<file path="src/hdl/ttx_pkg.sv">
// ----------------------------------------------------------------------------
// ttx_pkg: shared types and constants of the temperature table
// Operation codes, widths, reset values of the statistics, the controller
// state type and the command and status bundles between the two halves.
// ----------------------------------------------------------------------------
package ttx_pkg;

	localparam int OP_W       = 2;
	localparam int INDEX_W    = 8;
	localparam int SAMPLE_W   = 8;
	localparam int FIELD_W    = 6;
	localparam int RDATA_W    = 24;
	localparam int GROUP_SIZE = 4;

	localparam logic [INDEX_W-1:0]  STATS_INDEX = 8'hFF;
	localparam logic [SAMPLE_W-1:0] MAX_INIT    = 8'h00;
	localparam logic [SAMPLE_W-1:0] MIN_INIT    = 8'hFF;

	typedef enum logic [OP_W-1:0] {
		OP_WRITE  = 2'd0,
		OP_COMMIT = 2'd1,
		OP_READ   = 2'd2
	} op_t;

	typedef enum logic [2:0] {
		S_IDLE,
		S_WRITE,
		S_SCAN,
		S_READ,
		S_GROUP,
		S_REPLY
	} state_t;

	typedef struct packed {
		logic load;
		logic clr_stats;
		logic write;
		logic scan;
		logic issue;
		logic pack_fixed;
		logic reply;
	} ttx_cmd_t;

	typedef struct packed {
		logic cnt_at_end;
		logic cnt_at_grp;
		logic pend;
		logic grp_ok;
	} ttx_status_t;

endpackage

</file>
<file path="src/hdl/ttx_ram.sv">
// ----------------------------------------------------------------------------
// ttx_ram: generic simple dual-port RAM
// One write port and one read port; read data is registered.
// ----------------------------------------------------------------------------
module ttx_ram #(
	parameter int WIDTH = 8,
	parameter int DEPTH = 36
) (
	input  logic                     clk,
	input  logic                     we,
	input  logic [$clog2(DEPTH)-1:0] waddr,
	input  logic [WIDTH-1:0]         wdata,
	input  logic                     re,
	input  logic [$clog2(DEPTH)-1:0] raddr,
	output logic [WIDTH-1:0]         rdata
);

	logic [WIDTH-1:0] mem_q [DEPTH];

	always_ff @(posedge clk) begin
		if (we) begin
			mem_q[waddr] <= wdata;
		end
		if (re) begin
			rdata <= mem_q[raddr];
		end
	end

endmodule

</file>
<file path="src/hdl/ttx_dp.sv">
// ----------------------------------------------------------------------------
// ttx_dp: datapath of the temperature table
// Sample memory with per-slot valid bits, walk counter, top-two extremes,
// packing register (which is also the result register) and the result strobe.
// ----------------------------------------------------------------------------
module ttx_dp import ttx_pkg::*; #(
	parameter int SLOTS = 36
) (
	input  logic                clk,
	input  logic                arst_n,
	input  logic [INDEX_W-1:0]  index,
	input  logic [SAMPLE_W-1:0] value,
	input  ttx_cmd_t            cmd,
	output ttx_status_t         status,
	output logic [RDATA_W-1:0]  read_data,
	output logic                done
);

	localparam int AW  = $clog2(SLOTS);
	localparam int CW  = $clog2(SLOTS + 1);
	localparam int IXW = INDEX_W + 1;
	localparam logic [CW-1:0]  CNT_END  = CW'(SLOTS);
	localparam logic [CW-1:0]  CNT_GRP  = CW'(GROUP_SIZE);
	localparam logic [IXW-1:0] SLOTS_X  = IXW'(SLOTS);
	localparam logic [IXW-1:0] GROUPS_X = IXW'(SLOTS / GROUP_SIZE);

	logic [INDEX_W-1:0]   index_q;
	logic [SAMPLE_W-1:0]  value_q;
	logic [CW-1:0]        cnt_q;
	logic                 scan_s1;
	logic                 grp_s1;
	logic                 vld_s1;
	logic [SLOTS-1:0]     valid_q;
	logic [SAMPLE_W-1:0]  max0_q, max1_q, min0_q, min1_q;
	logic [RDATA_W-1:0]   pack_q;
	logic                 done_q;

	logic [INDEX_W+1:0]   grp_addr;
	logic [AW-1:0]        raddr;
	logic [AW-1:0]        waddr;
	logic                 wr_ok;
	logic                 we;
	logic [SAMPLE_W-1:0]  ram_rdata;
	logic [SAMPLE_W-1:0]  sample;

	assign grp_addr = {index_q, cnt_q[1:0]};
	assign raddr    = cmd.scan ? cnt_q[AW-1:0] : grp_addr[AW-1:0];
	assign waddr    = index_q[AW-1:0];
	assign wr_ok    = {1'b0, index_q} < SLOTS_X;
	assign we       = cmd.write & wr_ok;
	// A slot never written since reset reads as zero.
	assign sample   = vld_s1 ? ram_rdata : '0;

	ttx_ram #(
		.WIDTH (SAMPLE_W),
		.DEPTH (SLOTS)
	) u_ram (
		.clk   (clk),
		.we    (we),
		.waddr (waddr),
		.wdata (value_q),
		.re    (cmd.issue),
		.raddr (raddr),
		.rdata (ram_rdata)
	);

	always_ff @(posedge clk) begin
		if (cmd.load) begin
			index_q <= index;
			value_q <= value;
		end
		if (cmd.issue) begin
			vld_s1 <= valid_q[raddr];
		end
	end

	always_ff @(posedge clk or negedge arst_n) begin
		if (!arst_n) begin
			valid_q <= '0;
			cnt_q   <= '0;
			scan_s1 <= 1'b0;
			grp_s1  <= 1'b0;
			done_q  <= 1'b0;
		end else begin
			if (we) begin
				valid_q[waddr] <= 1'b1;
			end
			if (cmd.load) begin
				cnt_q <= '0;
			end else if (cmd.issue) begin
				cnt_q <= cnt_q + 1'b1;
			end
			scan_s1 <= cmd.issue & cmd.scan;
			grp_s1  <= cmd.issue & ~cmd.scan;
			done_q  <= cmd.reply;
		end
	end

	// Top-two walk: ties take the lead.
	always_ff @(posedge clk or negedge arst_n) begin
		if (!arst_n) begin
			max0_q <= MAX_INIT;
			max1_q <= MAX_INIT;
			min0_q <= MIN_INIT;
			min1_q <= MIN_INIT;
		end else if (cmd.clr_stats) begin
			max0_q <= MAX_INIT;
			max1_q <= MAX_INIT;
			min0_q <= MIN_INIT;
			min1_q <= MIN_INIT;
		end else if (scan_s1) begin
			if (sample >= max0_q) begin
				max1_q <= max0_q;
				max0_q <= sample;
			end else if (sample > max1_q) begin
				max1_q <= sample;
			end
			if (sample <= min0_q) begin
				min1_q <= min0_q;
				min0_q <= sample;
			end else if (sample < min1_q) begin
				min1_q <= sample;
			end
		end
	end

	always_ff @(posedge clk) begin
		if (cmd.pack_fixed) begin
			if (index_q == STATS_INDEX) begin
				pack_q <= {max0_q[FIELD_W-1:0], max1_q[FIELD_W-1:0],
				           min0_q[FIELD_W-1:0], min1_q[FIELD_W-1:0]};
			end else begin
				pack_q <= '0;
			end
		end else if (grp_s1) begin
			pack_q <= {pack_q[RDATA_W-FIELD_W-1:0], sample[FIELD_W-1:0]};
		end
	end

	assign status.cnt_at_end = (cnt_q == CNT_END);
	assign status.cnt_at_grp = (cnt_q == CNT_GRP);
	assign status.pend       = scan_s1 | grp_s1;
	assign status.grp_ok     = {1'b0, index_q} < GROUPS_X;

	assign read_data = pack_q;
	assign done      = done_q;

	a_done_single: assert property (@(posedge clk) disable iff (!arst_n)
		done_q |=> !done_q)
		else $error("result strobe held for more than one cycle");

	a_cnt_bound: assert property (@(posedge clk) disable iff (!arst_n)
		cnt_q <= CNT_END)
		else $error("walk counter ran past the table");

	a_one_mode: assert property (@(posedge clk) disable iff (!arst_n)
		scan_s1 |-> !grp_s1)
		else $error("scan and group read data in flight together");

endmodule

</file>
<file path="src/hdl/ttx_ctrl.sv">
// ----------------------------------------------------------------------------
// ttx_ctrl: controller of the temperature table
// Decodes the command at acceptance and sequences writes, the commit walk
// and packed reads through the datapath.
// ----------------------------------------------------------------------------
module ttx_ctrl import ttx_pkg::*; (
	input  logic            clk,
	input  logic            arst_n,
	input  logic            start,
	input  logic [OP_W-1:0] operation,
	input  ttx_status_t     status,
	output ttx_cmd_t        cmd,
	output logic            busy
);

	state_t state_q;
	state_t state_d;
	logic   accept;

	assign accept = start & (state_q == S_IDLE);
	assign busy   = (state_q != S_IDLE);

	always_ff @(posedge clk or negedge arst_n) begin
		if (!arst_n) begin
			state_q <= S_IDLE;
		end else begin
			state_q <= state_d;
		end
	end

	always_comb begin
		state_d = state_q;
		cmd     = '0;
		unique case (state_q)
			S_IDLE: begin
				if (accept) begin
					cmd.load = 1'b1;
					unique case (op_t'(operation))
						OP_WRITE: begin
							state_d = S_WRITE;
						end
						OP_COMMIT: begin
							cmd.clr_stats = 1'b1;
							state_d       = S_SCAN;
						end
						OP_READ: begin
							state_d = S_READ;
						end
						default: begin
							state_d = S_IDLE;
						end
					endcase
				end
			end
			S_WRITE: begin
				cmd.write = 1'b1;
				state_d   = S_IDLE;
			end
			S_SCAN: begin
				cmd.scan  = 1'b1;
				cmd.issue = ~status.cnt_at_end;
				if (status.cnt_at_end && !status.pend) begin
					state_d = S_IDLE;
				end
			end
			S_READ: begin
				if (status.grp_ok) begin
					state_d = S_GROUP;
				end else begin
					cmd.pack_fixed = 1'b1;
					state_d        = S_REPLY;
				end
			end
			S_GROUP: begin
				cmd.issue = ~status.cnt_at_grp;
				if (status.cnt_at_grp && !status.pend) begin
					state_d = S_REPLY;
				end
			end
			S_REPLY: begin
				cmd.reply = 1'b1;
				state_d   = S_IDLE;
			end
			default: begin
				state_d = S_IDLE;
			end
		endcase
	end

	a_commit_walks: assert property (@(posedge clk) disable iff (!arst_n)
		(start && !busy && operation == OP_COMMIT) |=> (state_q == S_SCAN))
		else $error("accepted commit did not start the walk");

	a_reply_ends: assert property (@(posedge clk) disable iff (!arst_n)
		cmd.reply |=> (state_q == S_IDLE))
		else $error("controller did not return to idle after a result");

endmodule

</file>
<file path="src/hdl/temperature_table_top_two_extremes_top.sv">
// ----------------------------------------------------------------------------
// temperature_table_top_two_extremes_top: temperature table with extremes
// Stores SLOTS temperature bytes, recomputes the two largest and two smallest
// on a commit, and returns packed groups of 6-bit values on a read.
// ----------------------------------------------------------------------------
// A write keeps busy high through the S_WRITE state; a commit keeps it high
// through the walk, one sample memory read per cycle, then while the last
// sample lands and the walk is seen drained.
// A group read strobes done after S_READ, S_GROUP and S_REPLY (four reads on
// the single memory port); a statistics or bad-index read skips S_GROUP.
// Throughput: one transaction at a time; the next may start once busy falls.
// Reset (arst_n low) clears the table to zero through valid bits at once,
// and sets max to 0 and min to 255; the result strobe has no stall input.
module temperature_table_top_two_extremes_top import ttx_pkg::*; #(
	parameter int SLOTS = 36
) (
	input  logic                clk,
	input  logic                arst_n,
	input  logic                start,
	output logic                busy,
	input  logic [OP_W-1:0]     operation,
	input  logic [INDEX_W-1:0]  index,
	input  logic [SAMPLE_W-1:0] value,
	output logic [RDATA_W-1:0]  read_data,
	output logic                done
);

	// Command and status bundles between the controller and the datapath.
	ttx_cmd_t    cmd;
	ttx_status_t status;

	// The controller decodes the operation when a transaction is accepted and
	// then steps the datapath: a write is done in the S_WRITE state, a commit walks
	// the table from slot 0 upward, and a read either collects four slots or
	// packs the statistics (or zero for an index that names nothing).
	ttx_ctrl u_ctrl (
		.clk       (clk),
		.arst_n    (arst_n),
		.start     (start),
		.operation (operation),
		.status    (status),
		.cmd       (cmd),
		.busy      (busy)
	);

	// The datapath holds the sample memory, the walk counter, the running
	// top-two maximum and minimum, and the register that drives read_data.
	// The read_data value stays put until the next read is packed, and done
	// marks the one cycle in which the result is taken.
	ttx_dp #(
		.SLOTS (SLOTS)
	) u_dp (
		.clk       (clk),
		.arst_n    (arst_n),
		.index     (index),
		.value     (value),
		.cmd       (cmd),
		.status    (status),
		.read_data (read_data),
		.done      (done)
	);

endmodule
</file>
<file path="config.mk">
export PLATFORM = sky130hd
export DESIGN_NAME = temperature_table_top_two_extremes_top
export DESIGN_NICKNAME = d
export VERILOG_FILES = /design/src/hdl/ttx_pkg.sv /design/src/hdl/ttx_ram.sv /design/src/hdl/ttx_dp.sv /design/src/hdl/ttx_ctrl.sv /design/src/hdl/temperature_table_top_two_extremes_top.sv
export SDC_FILE = /design/constraint.sdc
export NUM_CORES = 1
export LEC_CHECK = 0
export ABC_CLOCK_PERIOD_IN_PS = 3400
export BUFFER_PORTS_ARGS = -buffer_cell sky130_fd_sc_hd__buf_2
export CORE_ASPECT_RATIO = 2
export CORE_MARGIN = 1.5
export CORE_UTILIZATION = 45
export DETAILED_ROUTE_END_ITERATION = 12
export PLACE_DENSITY_LB_ADDON = 0.3
export RECOVER_POWER = 100
export SETUP_SLACK_MARGIN = 0.05
export SLEW_MARGIN = 20
export SYNTH_ARGS = -nofsm -noshare
export SYNTH_HDL_FRONTEND = slang
export SYNTH_SLANG_ARGS = --single-unit
</file>
<file path="constraint.sdc">
create_clock -name clk -period 3.4 [get_ports clk]
set_input_delay 0.68 -clock clk [delete_from_list [all_inputs] [get_ports clk]]
set_output_delay 0.68 -clock clk [all_outputs]
set_load 0.02 [all_outputs]
</file>
== After elaboration in Yosys (flattened, before gate mapping) ==
Memories as Yosys holds them, arrays and structs flattened. A register that Yosys moved wholly into a read port is not among the register bits.
Cells that the tools add are included.

* Register bits after elaboration: 121
* Bits in writable memories: 288
* Input bits: 21
* Output and inout port bits: 26
* Word-level logic and storage cells: 108
* Memories kept: 1

{| class="wikitable"
|+ Memories
! memory !! words !! width !! rd ports !! clocked after Yosys merged registers in !! write ports !! line !! text
|-
| u_dp.u_ram.mem_q || 36 || 8 || 1 || 1 || 1 || ttx_ram.sv:18 || <nowiki>logic [WIDTH-1:0] mem_q [DEPTH];</nowiki>
|}

* Add/subtract/negate cells: 1
* Order comparisons: 9
* Equal/unequal tests: 13
* Multiplexer cells: 42
* Bitwise operators: 9
* Reductions and logical operators: 19

{| class="wikitable"
|+ Operators by type and width
! cell !! number
|-
| 8-bit 2-to-1 mux || 15
|-
| 24-bit 2-to-1 mux || 3
|-
| 36-bit bitwise OR || 1
|-
| 6-bit 2-to-1 mux || 3
|-
| 6-bit by 7-bit < comparator with 1-bit output, second input constant || 2
|-
| 3-bit case mux with 4 select lines || 1
|-
| 1-bit 2-to-1 mux || 11
|-
| 2-bit nonzero test || 5
|-
| 3-bit 2-to-1 mux || 3
|-
| 3-bit nonzero test || 3
|-
| 8-bit equality test, second input constant || 1
|-
| 8-bit >= comparator || 1
|-
| 8-bit > comparator || 1
|-
| 8-bit less-or-equal comparator || 1
|-
| 8-bit by 4-bit < comparator with 1-bit output, second input constant || 1
|-
| 8-bit by 6-bit < comparator with 1-bit output, second input constant || 1
|-
| 8-bit < comparator || 1
|-
| 2-bit AND reduction || 4
|-
| 6-bit by 1-bit adder with 6-bit output, second input constant || 1
|-
| 1-bit binary-select mux with 6-bit select || 1
|-
| 1-bit demux with 6-bit select || 1
|-
| 3-bit by 2-bit equality test with 1-bit output, second input constant || 2
|-
| 3-bit equality test, second input constant || 2
|-
| 6-bit by 3-bit equality test with 1-bit output, second input constant || 1
|-
| 17 further kinds || 27
|}

== Depth between registers and ports, before layout ==
Gate-level depths: netlist of the first run.

* Depth after elaboration: 6
* Mapped depth: 12
* Depth with buffers taken out: 9

== By module ==
Synthesis of the first run repeated with hierarchy kept, for this count alone.

* Cell total of the unflattened synthesis: 1242
* Area, all modules: 18426.4 µm²

{| class="wikitable"
|+ Modules (own cells, without submodules)
! module !! instances !! cells an instance !! area an instance (µm²) !! seq. area each (µm²)
|-
| ttx_ram || 1 || 630 || 11792.6 || 8888.5
|-
| ttx_dp || 1 || 578 || 6324.8 || 3178.0
|-
| ttx_ctrl || 1 || 34 || 309.0 || 75.1
|}

== Least setup slack after synthesis of the first run ==
OpenSTA, ideal clock, no wires.

* Kind: flip-flop to flip-flop
* Start point: register u_dp.cnt_q[0]
* End point: register u_dp.cnt_q[5]
* Library setup time: 0.158 ns
* Data arrival time: 2.751 ns
* Required time: 3.242 ns
* Setup slack: 0.491 ns
* Cell stages (with the launch flop): 11
* Buffers on the path: 2
* Clock period less this slack: 2.909 ns
* Cells stage by stage: dfrtp_1 > buf_2 > buf_2 > inv_1 > ha_1 > nand4bb_1 > o21ai_0 > a21oi_1 > and4_1 > xnor2_1 > nor2_1

{| class="wikitable"
|+ RTL lines
! element !! line !! text
|-
| from (decl) || ttx_dp.sv:29 || <nowiki>logic [CW-1:0] cnt_q;</nowiki>
|-
| from (signal assigned) || ttx_dp.sv:91 || <nowiki>cnt_q <= cnt_q + 1'b1;</nowiki>
|}

== Final worst setup path of the first run ==
* Start point: register u_dp.cnt_q[0]
* End point: register u_dp.u_ram.rdata[5] (read register of u_dp.u_ram.mem_q), data pin

* Cells in the longest elaborated chain, start to end: 3
* Elaborated cells between the ends (all ways): 6
* Those cells by class: eq/ne (2); mux (2); bitwise (2)

{| class="wikitable"
|+ RTL lines
! element !! line !! text
|-
| 6-bit by 3-bit equality test with 1-bit output or 6-bit equality test (tied branches) || ttx_dp.sv:141, ttx_dp.sv:140 ||
|-
| 1-bit inverter, on equally long branches || ttx_ctrl.sv:75, ttx_ctrl.sv:61 ||
|-
| 1-bit case mux with 2 select lines || ttx_ctrl.sv:34 || <nowiki>unique case (state_q)</nowiki>
|-
| to (decl) || ttx_ram.sv:15 || <nowiki>output logic [WIDTH-1:0] rdata</nowiki>
|}

Several ways; a longest one is shown, not always the timed one.
A chain may end at the register's enable or synchronous reset.

==> impl_metrics.json, run 1 <==
{
  "layout-drive-gt1-share_pct": 19.8,
  "core_area_mm2": 0.0393,
  "post_cts.repair.setup_buffers": 0,
  "path_clk_slew_ns": 0.07,
  "detailroute.via_count": 10800,
  "fmax_ghz": 0.314,
  "cts_hold_buffers": 0,
  "syn_to_final_growth_pct": 12.9,
  "max-clock-path-buffers": 3,
  "die_w_um": 144,
  "avgRoutedWirePerCell_um": 25.2,
  "detail_route.wirelength_um": 47000,
  "first_pass_iteration_count_of_the_detailed_router": 5,
  "final_min_period_over_clock_period_pct": 93.7,
  "detailedRoute.firstIterationViolations": 790,
  "fillerInstances": 3294,
  "drt_drc_violations_left": 0,
  "setup.worst_path.end_class": "register",
  "vias_per_cell": 5.78,
  "worstPathMaxFanout": 31,
  "clkLatencyLatePin_ns": 0.55,
  "rsz0062_at_grt": "false",
  "cp_data_required_time_ns": 3.65,
  "port-buffer-count": 46,
  "preCtsSetupSlack_ns": 0.308,
  "syn-mean-instance-area_um2": 15.0,
  "synth_top_cell_area_share_pct": 56.7,
  "gp_congestion": 0.928,
  "hold-worst-slack_ns": 0.307,
  "relative_slew_slack_pct": -22.9,
  "pin_count_of_the_biggest_net_entering_global_routing": 54,
  "synth_cell_type_count": 71,
  "grt_antenna_before_repair": 0,
  "fin_tns_setup_ns": 0,
  "grt_util_all_layers_pct": 24.0,
  "synth_area_leaders": "sky130_fd_sc_hd__edfxtp_1 57%, sky130_fd_sc_hd__dfrtp_1 9.0%, sky130_fd_sc_hd__mux4_2 8.7%",
  "cts_inserted_buffers": 35,
  "finalMaxSlewViolations": 268,
  "status": "complete, but fails checks",
  "tritoncts": "yes",
  "synth_area_mm2": 0.0178,
  "ys_seq_elements": 417,
  "numPlacedInstances": 1799,
  "cell_internal_pwr_mw": 11.0,
  "first_global_vias": 11500,
  "number_of_enable_type_register_cells_in_the_synthesized_netlist": 337,
  "power.combinational.fraction_pct": 34.6,
  "power_density_mw_per_mm2": 862,
  "failing_checks": "capacitance limit, slew limit",
  "floorplan.die_area_mm2": 0.0409,
  "num-nets-final": 1365,
  "layout.cells.most_common": "sky130_fd_sc_hd__edfxtp_1",
  "setup_viol": 0,
  "finalHoldViolations": 0,
  "netSwitchingPower_mw": 6.33,
  "timing.clock.skew_ns": 0.0216,
  "synthesis.nets": 1243,
  "io_pins": 47,
  "seqPwrFrac_pct": 41.3,
  "drv_cap": 7,
  "yosys_most_used_dff": "sky130_fd_sc_hd__edfxtp_1",
  "finalWorstPathRequiredPeriod_ns": 3.19,
  "final-instance-count-excl-fill": 1865,
  "drt.antenna.violating_nets": 0,
  "final.setup.worst_slack_ns": 0.213,
  "hp-class": "in -> reg",
  "yosysWarnings": 0,
  "wire_length_of_the_first_global_routing_pass_um": 70900,
  "clockRootBuffer": "sky130_fd_sc_hd__clkbuf_16",
  "synth_seq_area_share_pct": 68.1,
  "post_cts.resized_instances": 0,
  "timing.critical_path.from_type": "register",
  "timing.reg2reg.setup_slack_ns": 0.21,
  "p_clk_share_pct": 24.0,
  "placementRows": 103,
  "maximum_vdd_drop_uv": 386,
  "cp_data_arrival_time_ns": 3.44,
  "power.leakage_nw": 7.21,
  "grt-ovfl-total": 0,
  "synthCells": 1191,
  "die_h_um": 285,
  "ctsHtreeMaxLevel": 2,
  "synth_top_cell_by_area": "sky130_fd_sc_hd__edfxtp_1",
  "hpwl_um": 33300,
  "clock_sinks": 417,
  "postSynth.asyncResetShare_pct": 19.2,
  "worst-setup-path-type": "reg -> reg",
  "worst_slew_pin_slew_ns": 1.84,
  "layout_common_cells": "337 x sky130_fd_sc_hd__edfxtp_1, 144 x sky130_fd_sc_hd__nand2_1, 86 x sky130_fd_sc_hd__clkbuf_1",
  "switching_share_pct": 36.4,
  "initial_utilization_pct": 45.4
}
Yosys cell counts (all sizes together), types with 4 or more instances:
cell	n
nor3	11
nand2	144
or3	4
nor2b	5
a31o	9
dfstp	16
o21ai	46
and2	4
nand3b	5
inv	43
and3	4
ha	31
a211oi	4
mux2i	37
buf	23
clkbuf	30
nor2	64
a31oi	5
nand4	4
mux4	69
a21oi	38
o21a	4
dfrtp	64
nand3	59
or2	36
o22ai	7
xor2	5
o211ai	15
a2111oi	10
a32oi	7
a21o	4
edfxtp	337
mux2	7
registers in the layout, summed over array words and instances, names as in the netlist:
name              count
u_dp.max1_q           8
u_dp.vld_s1           1
u_dp.grp_s1           1
u_dp.done             1
u_dp.index_q          8
u_dp.read_data       24
u_dp.value_q          8
u_ctrl.state_q        3
u_dp.min0_q           8
u_dp.scan_s1          1
u_dp.valid_q         36
u_dp.max0_q           8
u_dp.min1_q           8
u_dp.u_ram.mem_q    288
u_dp.cnt_q            6
u_dp.u_ram.rdata      8
per-layer routing:
| metal | routed length (µm) | global-route usage (%) | vias to the layer above |
|---|---|---|---|
| met1 | 15300 | 24.3 | 5462 |
| li1 | - | - | 4784 |
| met5 | 0 | 0 | - |
| met4 | 4250 | 18.4 | 0 |
| met3 | 2170 | 3.64 | 177 |
| met2 | 25300 | 43.0 | 356 |
final timing paths:
check                           cells past startpoint             endpoint       startpoint
worst max-delay path                                4  u_dp.u_ram.rdata[5]    u_dp.cnt_q[0]
worst min-delay path                                1      u_dp.value_q[5]         value[5]
worst max register to register                      4  u_dp.u_ram.rdata[5]    u_dp.cnt_q[0]
worst min register to register                      1      u_dp.valid_q[6]  u_dp.valid_q[6]
max in group asynchronous                           2      u_dp.valid_q[9]           arst_n
min in group asynchronous                           1      u_dp.valid_q[3]           arst_n
kinds of logic (layout without fill, tap and decap cells):
family          Yosys count  after routing  synth area share [%]
compound gates          170            170                  6.51
xor+xnor                  7              7                 0.344
fa+ha+maj                34             34                  2.34
buf+inv                  96            244                  2.29
flops                   417            417                  68.1
mux                     113            113                  11.2
other cells               0              1                     0
simple gates            354            354                  9.21
area by class of cell:
| type | count | area, µm² | area share [%] |
|---|---|---|---|
| sequential | 417 | 12100 | 60.3 |
| multi-input combinational | 678 | 5300 | 26.3 |
| clock buffer | 43 | 936 | 4.64 |
| timing repair buffer | 138 | 707 | 3.51 |
| tap | 525 | 657 | 3.26 |
| clock inverter | 20 | 241 | 1.20 |
| inverter | 43 | 161 | 0.801 |
| antenna | 1 | 2.50 | 0.0124 |
per-stage QoR:
step           power (mW)  area, µm²  utilization, %
6_report             17.4      20200            51.3
5_1_grt              18.2      20100            51.3
2_1_floorplan        10.9      17800               -
3_3_place_gp         13.2      19200            48.9
4_1_cts              17.5      20400            51.9
3_5_place_dp         13.3      19200            48.9
power groups by stage:
| stage | sequential (mW) | combinational (mW) | clock, mW |
|---|---|---|---|
| 2_1_floorplan | 7.01 | 3.88 | 0 |
| 5_1_grt | 7.25 | 6.49 | 4.42 |
| 6_report | 7.18 | 6.02 | 4.18 |
| 3_3_place_gp | 7.29 | 5.88 | 0 |
| 4_1_cts | 7.17 | 6.04 | 4.25 |
| 3_5_place_dp | 7.28 | 6.01 | 0 |
worst max-delay path: stages (launching register included):
cell	delay, ns
sky130_fd_sc_hd__dfrtp_4	0.83
sky130_fd_sc_hd__buf_4	0.37
sky130_fd_sc_hd__mux4_2	0.59
sky130_fd_sc_hd__a2111oi_0	0.97
sky130_fd_sc_hd__nor2_1	0.13
No activity file was read; power rests on OpenSTA's default activity.
==> run 2, diff against run 1 <==
--- a/config.mk
+++ b/config.mk
@@ -11,7 +11,7 @@
 export CORE_MARGIN = 1.5
 export CORE_UTILIZATION = 45
 export DETAILED_ROUTE_END_ITERATION = 12
-export PLACE_DENSITY_LB_ADDON = 0.3
+export PLACE_DENSITY = 0.59
 export RECOVER_POWER = 100
 export SETUP_SLACK_MARGIN = 0.05
 export SLEW_MARGIN = 20
==> impl_metrics.json, run 2 (synthesis results as in run 1) <==
{
  "status": "complete, but fails checks",
  "failing_checks": "capacitance limit, slew limit",
  "numPlacedInstances": 1795,
  "max-clock-path-buffers": 3,
  "detailedRoute.firstIterationViolations": 759,
  "layout-drive-gt1-share_pct": 19.2,
  "place_area_mm2": 0.0192,
  "timing.critical_path.from_type": "register",
  "port-buffer-count": 46,
  "worst_slew_pin_slew_ns": 2.49,
  "rsz0062_at_grt": "false",
  "relative_slew_slack_pct": -66.0,
  "clockRootBuffer": "sky130_fd_sc_hd__clkbuf_16",
  "core_area_mm2": 0.0393,
  "hpwl_um": 34200,
  "layout_common_cells": "337 x sky130_fd_sc_hd__edfxtp_1, 144 x sky130_fd_sc_hd__nand2_1, 88 x sky130_fd_sc_hd__clkbuf_1",
  "grt-ovfl-total": 0,
  "detailroute.via_count": 10600,
  "fmax_ghz": 0.304,
  "final-instance-count-excl-fill": 1862,
  "finalHoldViolations": 0,
  "gp_congestion": 0.907,
  "maximum_vdd_drop_uv": 347,
  "cts_hold_buffers": 0,
  "clock_sinks": 417,
  "timing.clock.skew_ns": 0.0217,
  "power_density_mw_per_mm2": 864,
  "largest_register_ffs": 288,
  "first_global_vias": 11000,
  "setup_viol": 0,
  "clkLatencyLatePin_ns": 0.56,
  "worst-setup-path-type": "reg -> reg",
  "hp-class": "in -> reg",
  "avgRoutedWirePerCell_um": 25.6,
  "io_pins": 47,
  "pin_count_of_the_biggest_net_entering_global_routing": 44,
  "grt_util_all_layers_pct": 24.0,
  "timing.critical_path.max_delay_family": "multiplexers",
  "ctsHtreeMaxLevel": 2,
  "placementRows": 103,
  "initial_utilization_pct": 45.4,
  "post_cts.resized_instances": 0,
  "cp_data_arrival_time_ns": 3.56,
  "vias_per_cell": 5.69,
  "cp_num_buf_inv": 2,
  "syn_to_final_growth_pct": 13.1,
  "detail_route.wirelength_um": 47700,
  "finalMaxSlewViolations": 334,
  "drt_drc_violations_left": 0,
  "layout.cells.most_common": "sky130_fd_sc_hd__edfxtp_1",
  "finalWorstPathRequiredPeriod_ns": 3.28,
  "final_min_period_over_clock_period_pct": 96.6,
  "cts_inserted_buffers": 36,
  "tritoncts": "yes",
  "critical-path-max-stage-delay_ns": 1.05,
  "power.leakage_nw": 7.21,
  "die_w_um": 144,
  "num-nets-final": 1360,
  "drv_cap": 9,
  "fin_tns_setup_ns": 0,
  "drt.antenna.violating_nets": 0,
  "path_cells": "nor3b_1 -> buf_4 -> mux2i_2 -> buf_4 -> mux2i_1 -> o21ai_0 -> o21ai_0",
  "die_h_um": 285,
  "biggest_register": "u_dp.u_ram.mem_q",
  "total_power_mw": 17.4,
  "floorplan.die_area_mm2": 0.0409,
  "hold-worst-slack_ns": 0.308,
  "worstPathMaxFanout": 13,
  "grt_antenna_before_repair": 1,
  "wire_length_of_the_first_global_routing_pass_um": 69800,
  "critical_path_cell_with_the_highest_stage_delay": "sky130_fd_sc_hd__mux2i_2",
  "path_clk_slew_ns": 0.07,
  "cp_data_required_time_ns": 3.68,
  "post_cts.repair.setup_buffers": 0,
  "fin_area_mm2": 0.0202,
  "first_pass_iteration_count_of_the_detailed_router": 5,
  "setup.worst_path.end_class": "register"
}
==> run 2: path summary, 6_finish.rpt <==
path,slack [ns],endpoint,cells past startpoint,from
worst max-delay path,0.12,u_dp.u_ram.rdata[2],7,u_ctrl.state_q[2]
worst min-delay path,0.31,u_dp.value_q[4],1,value[4]
worst max register to register,0.12,u_dp.u_ram.rdata[2],7,u_ctrl.state_q[2]
worst min register to register,0.46,u_dp.valid_q[6],1,u_dp.valid_q[6]
max in group asynchronous,0.75,u_dp.cnt_q[0],1,arst_n
min in group asynchronous,0.90,u_dp.valid_q[1],1,arst_n
==> run 2: area by class of cell <==
| class | count | area (µm²) |
|---|---|---|
| Tap cell | 525 | 657 |
| Clock buffer | 46 | 958 |
| Multi-Input combinational cell | 678 | 5280 |
| Sequential cell | 417 | 12100 |
| Clock inverter | 20 | 293 |
| Timing Repair Buffer | 132 | 681 |
| Fill cell | 3369 | 19100 |
| Antenna cell | 1 | 2.50 |
| Inverter | 43 | 161 |
==> run 2: per-stage QoR <==
| step | util, % | setup WS, ns |
|---|---|---|
| after detailed placement | 48.9 | 0.315 |
| after floorplan | - | 0.491 |
| after global placement | 48.9 | 0.442 |
| final | 51.3 | 0.115 |
| after CTS | 52.0 | 0.305 |
| after global routing | 51.3 | 0.0525 |
==> run 2: metal layers <==
| layer | vias to the layer above | routed length, µm | GRT usage, % | part of all wire, % |
|---|---|---|---|---|
| met5 | - | 0 | 0 | 0 |
| met4 | 0 | 3850 | 16.9 | 8.1 |
| met3 | 158 | 1670 | 2.71 | 3.5 |
| met2 | 323 | 26600 | 45.0 | 56 |
| met1 | 5339 | 15500 | 23.8 | 33 |
| li1 | 4773 | - | - | - |
==> run 2: power by group <==
group          leakage (nW)  total, mW  internal, mW  switching (mW)
Clock                 0.592       4.39          2.49            1.90
Combinational          2.53       5.94          2.13            3.81
Sequential             4.09       7.11          6.48           0.639
